==> src/design/windowed_median_mad_tracker_core_macros.svh <==
// ----------------------------------------------------------------------------
// Assertion macros for the median / MAD tracker
// Shared property wrappers, clocked on clk and disabled during reset.
// ----------------------------------------------------------------------------
`ifndef WINDOWED_MEDIAN_MAD_TRACKER_CORE_MACROS_SVH
`define WINDOWED_MEDIAN_MAD_TRACKER_CORE_MACROS_SVH

// same-cycle implication
`define WMMT_ASSERT_IMPL(lbl, ante, cons, msg) \
	lbl: assert property (@(posedge clk) disable iff (!arst_n) (ante) |-> (cons)) \
		else $error(msg);

// next-cycle implication
`define WMMT_ASSERT_NEXT(lbl, ante, cons, msg) \
	lbl: assert property (@(posedge clk) disable iff (!arst_n) (ante) |=> (cons)) \
		else $error(msg);

`endif

==> src/design/wmmt_pkg.sv <==
// ----------------------------------------------------------------------------
// wmmt_pkg
// Field widths, register indexes and controller/datapath handshake types.
// ----------------------------------------------------------------------------
package wmmt_pkg;

	localparam int STAMP_W    = 63;
	localparam int OFS_W      = 64;
	localparam int DEV_W      = 63;
	localparam int HCNT_W     = 4;
	localparam int THR_W      = 30;
	localparam int MINC_W     = 4;
	localparam int CFG_IDX_W  = 8;
	localparam int CFG_DATA_W = 32;
	localparam int SUM_W      = OFS_W + 1;

	localparam logic [THR_W-1:0]  THR_RESET  = 30'd15000000;
	localparam logic [MINC_W-1:0] MINC_RESET = 4'd3;

	localparam logic [CFG_IDX_W-1:0] REG_RESET_THRESHOLD = 8'd0;
	localparam logic [CFG_IDX_W-1:0] REG_MIN_COUNT       = 8'd1;

	typedef enum logic [1:0] {
		RD_NONE = 2'd0,
		RD_LO   = 2'd1,
		RD_HI   = 2'd2,
		RD_K    = 2'd3
	} rd_op_t;

	typedef struct packed {
		logic   load;
		logic   calc_offset;
		rd_op_t rd_op;
		logic   use_dev;
		logic   sum;
		logic   mid;
		logic   diff;
		logic   check;
		logic   read_old;
		logic   del;
		logic   ins;
		logic   dev_start;
		logic   emit;
	} cmd_t;

	typedef struct packed {
		logic nonempty;
		logic full;
		logic outlier;
		logic valid_after_ins;
		logic dev_last;
		logic out_free;
	} sts_t;

endpackage

==> src/design/wmmt_ctrl.sv <==
// ----------------------------------------------------------------------------
// wmmt_ctrl
// Sequencer: steps the datapath through outlier check, window update,
// median, deviation sort and deviation median for each request.
// ----------------------------------------------------------------------------
module wmmt_ctrl (
	input  logic             clk,
	input  logic             arst_n,
	input  logic             in_valid,
	output logic             in_ready,
	input  wmmt_pkg::sts_t   sts,
	output wmmt_pkg::cmd_t   cmd
);

	typedef enum logic [14:0] {
		S_IDLE  = 15'b000000000000001,
		S_OFS   = 15'b000000000000010,
		S_RLO   = 15'b000000000000100,
		S_RHI   = 15'b000000000001000,
		S_SUM   = 15'b000000000010000,
		S_MID   = 15'b000000000100000,
		S_DIFF  = 15'b000000001000000,
		S_CHK   = 15'b000000010000000,
		S_ROLD  = 15'b000000100000000,
		S_DEL   = 15'b000001000000000,
		S_INS   = 15'b000010000000000,
		S_DEVRD = 15'b000100000000000,
		S_DEVW1 = 15'b001000000000000,
		S_DEVW2 = 15'b010000000000000,
		S_OUT   = 15'b100000000000000
	} state_t;

	// which median the shared read/midpoint sequence is producing
	typedef enum logic [2:0] {
		PH_CHECK  = 3'b001,
		PH_MEDIAN = 3'b010,
		PH_DEV    = 3'b100
	} phase_t;

	state_t state_q, state_d;
	phase_t phase_q, phase_d;

	always_ff @(posedge clk or negedge arst_n) begin
		if (!arst_n) begin
			state_q <= S_IDLE;
			phase_q <= PH_CHECK;
		end else begin
			state_q <= state_d;
			phase_q <= phase_d;
		end
	end

	always_comb begin
		state_d     = state_q;
		phase_d     = phase_q;
		cmd         = '0;
		cmd.use_dev = (phase_q == PH_DEV);
		in_ready    = 1'b0;
		unique case (state_q)
			S_IDLE: begin
				in_ready = 1'b1;
				if (in_valid) begin
					cmd.load = 1'b1;
					state_d  = S_OFS;
				end
			end
			S_OFS: begin
				cmd.calc_offset = 1'b1;
				if (sts.nonempty) begin
					phase_d = PH_CHECK;
					state_d = S_RLO;
				end else begin
					state_d = S_INS;
				end
			end
			S_RLO: begin
				cmd.rd_op = wmmt_pkg::RD_LO;
				state_d   = S_RHI;
			end
			S_RHI: begin
				cmd.rd_op = wmmt_pkg::RD_HI;
				state_d   = S_SUM;
			end
			S_SUM: begin
				cmd.sum = 1'b1;
				state_d = S_MID;
			end
			S_MID: begin
				cmd.mid = 1'b1;
				unique case (phase_q)
					PH_CHECK:  state_d = S_DIFF;
					PH_MEDIAN: begin
						cmd.dev_start = 1'b1;
						state_d       = S_DEVRD;
					end
					PH_DEV:    state_d = S_OUT;
					default:   state_d = S_IDLE;
				endcase
			end
			S_DIFF: begin
				cmd.diff = 1'b1;
				state_d  = S_CHK;
			end
			S_CHK: begin
				cmd.check = 1'b1;
				state_d   = (sts.full && !sts.outlier) ? S_ROLD : S_INS;
			end
			S_ROLD: begin
				cmd.read_old = 1'b1;
				state_d      = S_DEL;
			end
			S_DEL: begin
				cmd.del = 1'b1;
				state_d = S_INS;
			end
			S_INS: begin
				cmd.ins = 1'b1;
				if (sts.valid_after_ins) begin
					phase_d = PH_MEDIAN;
					state_d = S_RLO;
				end else begin
					state_d = S_OUT;
				end
			end
			S_DEVRD: begin
				cmd.rd_op = wmmt_pkg::RD_K;
				if (sts.dev_last) state_d = S_DEVW1;
			end
			// let the last deviation drain into the sorted list
			S_DEVW1: state_d = S_DEVW2;
			S_DEVW2: begin
				phase_d = PH_DEV;
				state_d = S_RLO;
			end
			S_OUT: begin
				if (sts.out_free) begin
					cmd.emit = 1'b1;
					state_d  = S_IDLE;
				end
			end
			default: state_d = S_IDLE;
		endcase
	end

endmodule

==> config.mk <==
export PLATFORM = sky130hd
export DESIGN_NAME = wmmt_ctrl
export DESIGN_NICKNAME = d
export VERILOG_FILES = /design/src/design/windowed_median_mad_tracker_core_macros.svh /design/src/design/wmmt_pkg.sv /design/src/design/wmmt_ctrl.sv
export SDC_FILE = /design/constraint.sdc
export NUM_CORES = 1
export LEC_CHECK = 0
export ABC_CLOCK_PERIOD_IN_PS = 5880
export BUFFER_PORTS_ARGS = -buffer_cell sky130_fd_sc_hd__buf_2
export CAP_MARGIN = 40
export CORE_MARGIN = 5
export CORE_UTILIZATION = 35
export DETAILED_ROUTE_END_ITERATION = 8
export GPL_ROUTABILITY_DRIVEN = 0
export GPL_TIMING_DRIVEN = 0
export PLACE_DENSITY = 0.58
export SLEW_MARGIN = 10
export SYNTH_ARGS = -nofsm -noshare
export SYNTH_HDL_FRONTEND = slang
export SYNTH_SLANG_ARGS = --single-unit
==> constraint.sdc <==
create_clock -name clk -period 5.88 [get_ports clk]
set_input_delay 0.588 -clock clk [delete_from_list [all_inputs] [get_ports clk]]
set_output_delay 0.588 -clock clk [all_outputs]
set_load 0.03 [all_outputs]
==> results.tsv <==
metric	value	unit
result of the run	finished clean	
capturing point of the worst reg2reg path	phase_q[2]	
dominant combinational cell family by area after synthesis	simple AND/OR/NAND/NOR gates	
clock latency at the later pin of the worst-skew pair	290	ps
register area share after synthesis	0.387	
Worst Tran Pin Value	533	ps
nature of the critical path endpoint	output pin	
Num CTS Buffers	3	
deepest level of the CTS H-tree	1	
leakage	0.724	nW
Synth Register Bits	18	
upper clock frequency limit	325	MHz
cells taking the most area after synthesis	sky130_fd_sc_hd__dfrtp_1, sky130_fd_sc_hd__nor2_1, sky130_fd_sc_hd__dfstp_2	
area of the mapped netlist	1170	sq um
Setup-failing EPs final	0	
number of antenna violations at the first check in global routing	0	
maximum number of pins on one net before global-route repair	19	
highest-count cells in the layout ignoring fill and taps	sky130_fd_sc_hd__buf_2, sky130_fd_sc_hd__nor2_1, sky130_fd_sc_hd__dfrtp_1	
overflow left after global routing	0	
Post-Syn Nets	135	
Final Hold Violating Endpoints	0	
Clock Tree Root	sky130_fd_sc_hd__clkbuf_4	
wire length of the first global-routing pass	4.88	mm
count of final max-slew check failures	0	
total negative setup slack	0	ps
flop2flop setup slack	3670	ps
async set or reset register ratio after synthesis	1.00	
DP Cell Count	195	
Starting Density	0.357	
final standard cell count with taps included and fillers excluded	199	
CP max stage cell	sky130_fd_sc_hd__nor4_2	
simple logic cell fraction of the synthesized area	0.419	
clock-pin slew of the registers on the worst-case setup and hold paths	110	ps
number of enable-type register cells in the synthesized netlist	0	
most common cell after layout, fill and taps aside	sky130_fd_sc_hd__buf_2	
sum of routed wire length over all layers	2.87	mm
mux cell area share after synthesis	0.00962	
proportion of netlist area held by the largest area contributor	0.342	
via count of the first global-routing pass	1032	
number of clock sinks	18	
cell family with most CP delay	simple AND/OR/NAND/NOR gates	
floorplan core area	3280	sq um
CP required	5290	ps
global router's overall resource usage	0.140	
prevailing post-synth register cell	sky130_fd_sc_hd__dfrtp_1	
I/O pin count	24	
number of filler cells placed in the layout	353	
startpoint type of the worst setup path	flop	
die width	67.8	um
Register-to-Register Path Depth	6	
floorplan die height	67.8	um
unique cell type count in the Yosys netlist	44	
post-route fraction of the period consumed by the critical path	0.523	
DIE AREA	4600	sq um
signed area change from the synthesized netlist to the final layout	17.8	%
relative max-transition margin	0.642	
RSZ-0062 raised after global routing	no	
time the worst path needs with I/O delays and setup	3080	ps
category of the most critical setup path	flop to output pin	
TritonCTS clock tree	yes	
Cell Chain, Critical Path	clkbuf_1 -> nor4_2 -> nand3_1 -> or3_1 -> nor3b_1 -> nand2b_1 -> buf_2	
mean cell area of the mapped netlist	9.29	sq um
Worst Hold Class	primary input to async pin	
TritonRoute pass-1 iters	4	
warnings from Yosys	0	
Clock Skew	0.401	ps
total of max-cap violations	0	
Post-Synth Adder-Cell Area	0	
count of mapped cells out of synthesis	126	
number of instances resized during post-cts repair	0	
average vias per placed instance	5.41	
detailed-route wire length per cell	14.4	um
largest stage delay on the critical path	470	ps
xor/xnor cell area share of the yosys netlist	0.0449	
via total after detailed routing	1077	
final net count	163	
HPWL after detailed placement	2.21	mm
Crit Reg-Reg Startpoint	state_q[4]	
# diodes	0	
number of rows in the core area	21	
post-synthesis cell type with the largest combined area	sky130_fd_sc_hd__dfrtp_1	
layout cells sized above 1	0.261	
startpoint of the worst setup timing path	state_q[4]	
clock buffer depth	2	
total of hold buffers inserted after clock tree synthesis	0	
arrival time at the worst endpoint	2490	ps
number of input and output port buffers inserted	23	
DRC violation total after the first TritonRoute iteration	82	
maximum vdd drop	0.000160	V
setup fix buffers added after clock tree synthesis	0	
share of the synthesized area in compound gates (AO/OA/AOI/OAI)	0.0994	
buffers and inverters on the worst path	2	
critical path peak fanout	9	
DRC violation count after routing	0	
power per standard cell area	333	nW/um^2
post-detailed-route count of antenna-violating nets	0	
## worst register-to-register path, delay by kind of cell (launching register included)
family / cells / cell delay [ps]
simple gates: 3 / 1270
buf+inv: 1 / 220
flops: 1 / 380
compound gates: 2 / 260
## per-stage QoR
step / instance area (sq um) / hold WS (ps) / utilization / worst slack [ps] / power (mW)
after floorplan: 1170 / 292 / - / 3260 / 0.331
after global placement: 1340 / 524 / 0.409 / 3190 / 0.379
after detailed placement: 1340 / 526 / 0.409 / 3160 / 0.383
after CTS: 1380 / 214 / 0.420 / 2800 / 0.464
after global routing: 1380 / 231 / 0.420 / 2590 / 0.492
final: 1380 / 210 / 0.420 / 2800 / 0.460
## state kept, by name, indices dropped and copies added (netlist names)
name and flops:
state_q 15, phase_q 3
## where the power goes
group,switching (mW),internal (mW)
combinational,0.122,0.0841
sequential,0.0280,0.148
clock,0.0406,0.0377
## kinds of logic after synthesis
kind of cell / count (synthesis)
AOI/OAI and AO/OA: 17
muxes: 1
xor gates and xnor gates: 6
DFF: 18
buffers and inverters: 12
and+or+nand+nor: 72
## synthesized netlist by cell type (all sizes together), types with 2 or more instances
library cell	instances
nand3	4
nor3b	4
dfstp	2
o21ai	3
nand4	5
nor2	16
xor2	3
clkbuf	3
nor4b	3
xnor2	3
inv	7
nor3	9
nand4b	2
or4	3
buf	2
nand2	2
dfrtp	16
and2	2
or3	2
a21oi	5
nor2b	4
and4b	4
nand2b	2
nor4	4
and3	4
## metal layers
| layer | vias to the layer above | global-route usage | part of all wire |
|---|---|---|---|
| li1 | 531 | - | - |
| met1 | 495 | 0.188 | 0.46 |
| met2 | 43 | 0.219 | 0.45 |
| met3 | 8 | 0.0378 | 0.067 |
| met4 | 0 | 0.0471 | 0.018 |
| met5 | - | 0 | 0 |
## worst max-delay path by stage
stage / to / slack, ps / depth (start not counted)
3_5_place_dp: cmd[11] / 3160 / 7
4_1_cts: cmd[11] / 2800 / 7
5_1_grt: cmd[11] / 2590 / 7
6_report: cmd[11] / 2800 / 7
3_3_place_gp: cmd[11] / 3190 / 7
2_1_floorplan: cmd[13] / 3260 / 5
## layout make-up
cell class                      count  area (sq um)  share of cell area
Sequential cell                    18           453               0.328
Clock buffer                        4          36.3              0.0263
Buffer                              5          21.3              0.0154
Timing Repair Buffer               23           115              0.0834
Multi-Input combinational cell     96           671               0.486
Tap cell                           46          57.6              0.0417
Inverter                            7          26.3              0.0190
No activity file was read; power rests on OpenSTA's default activity.
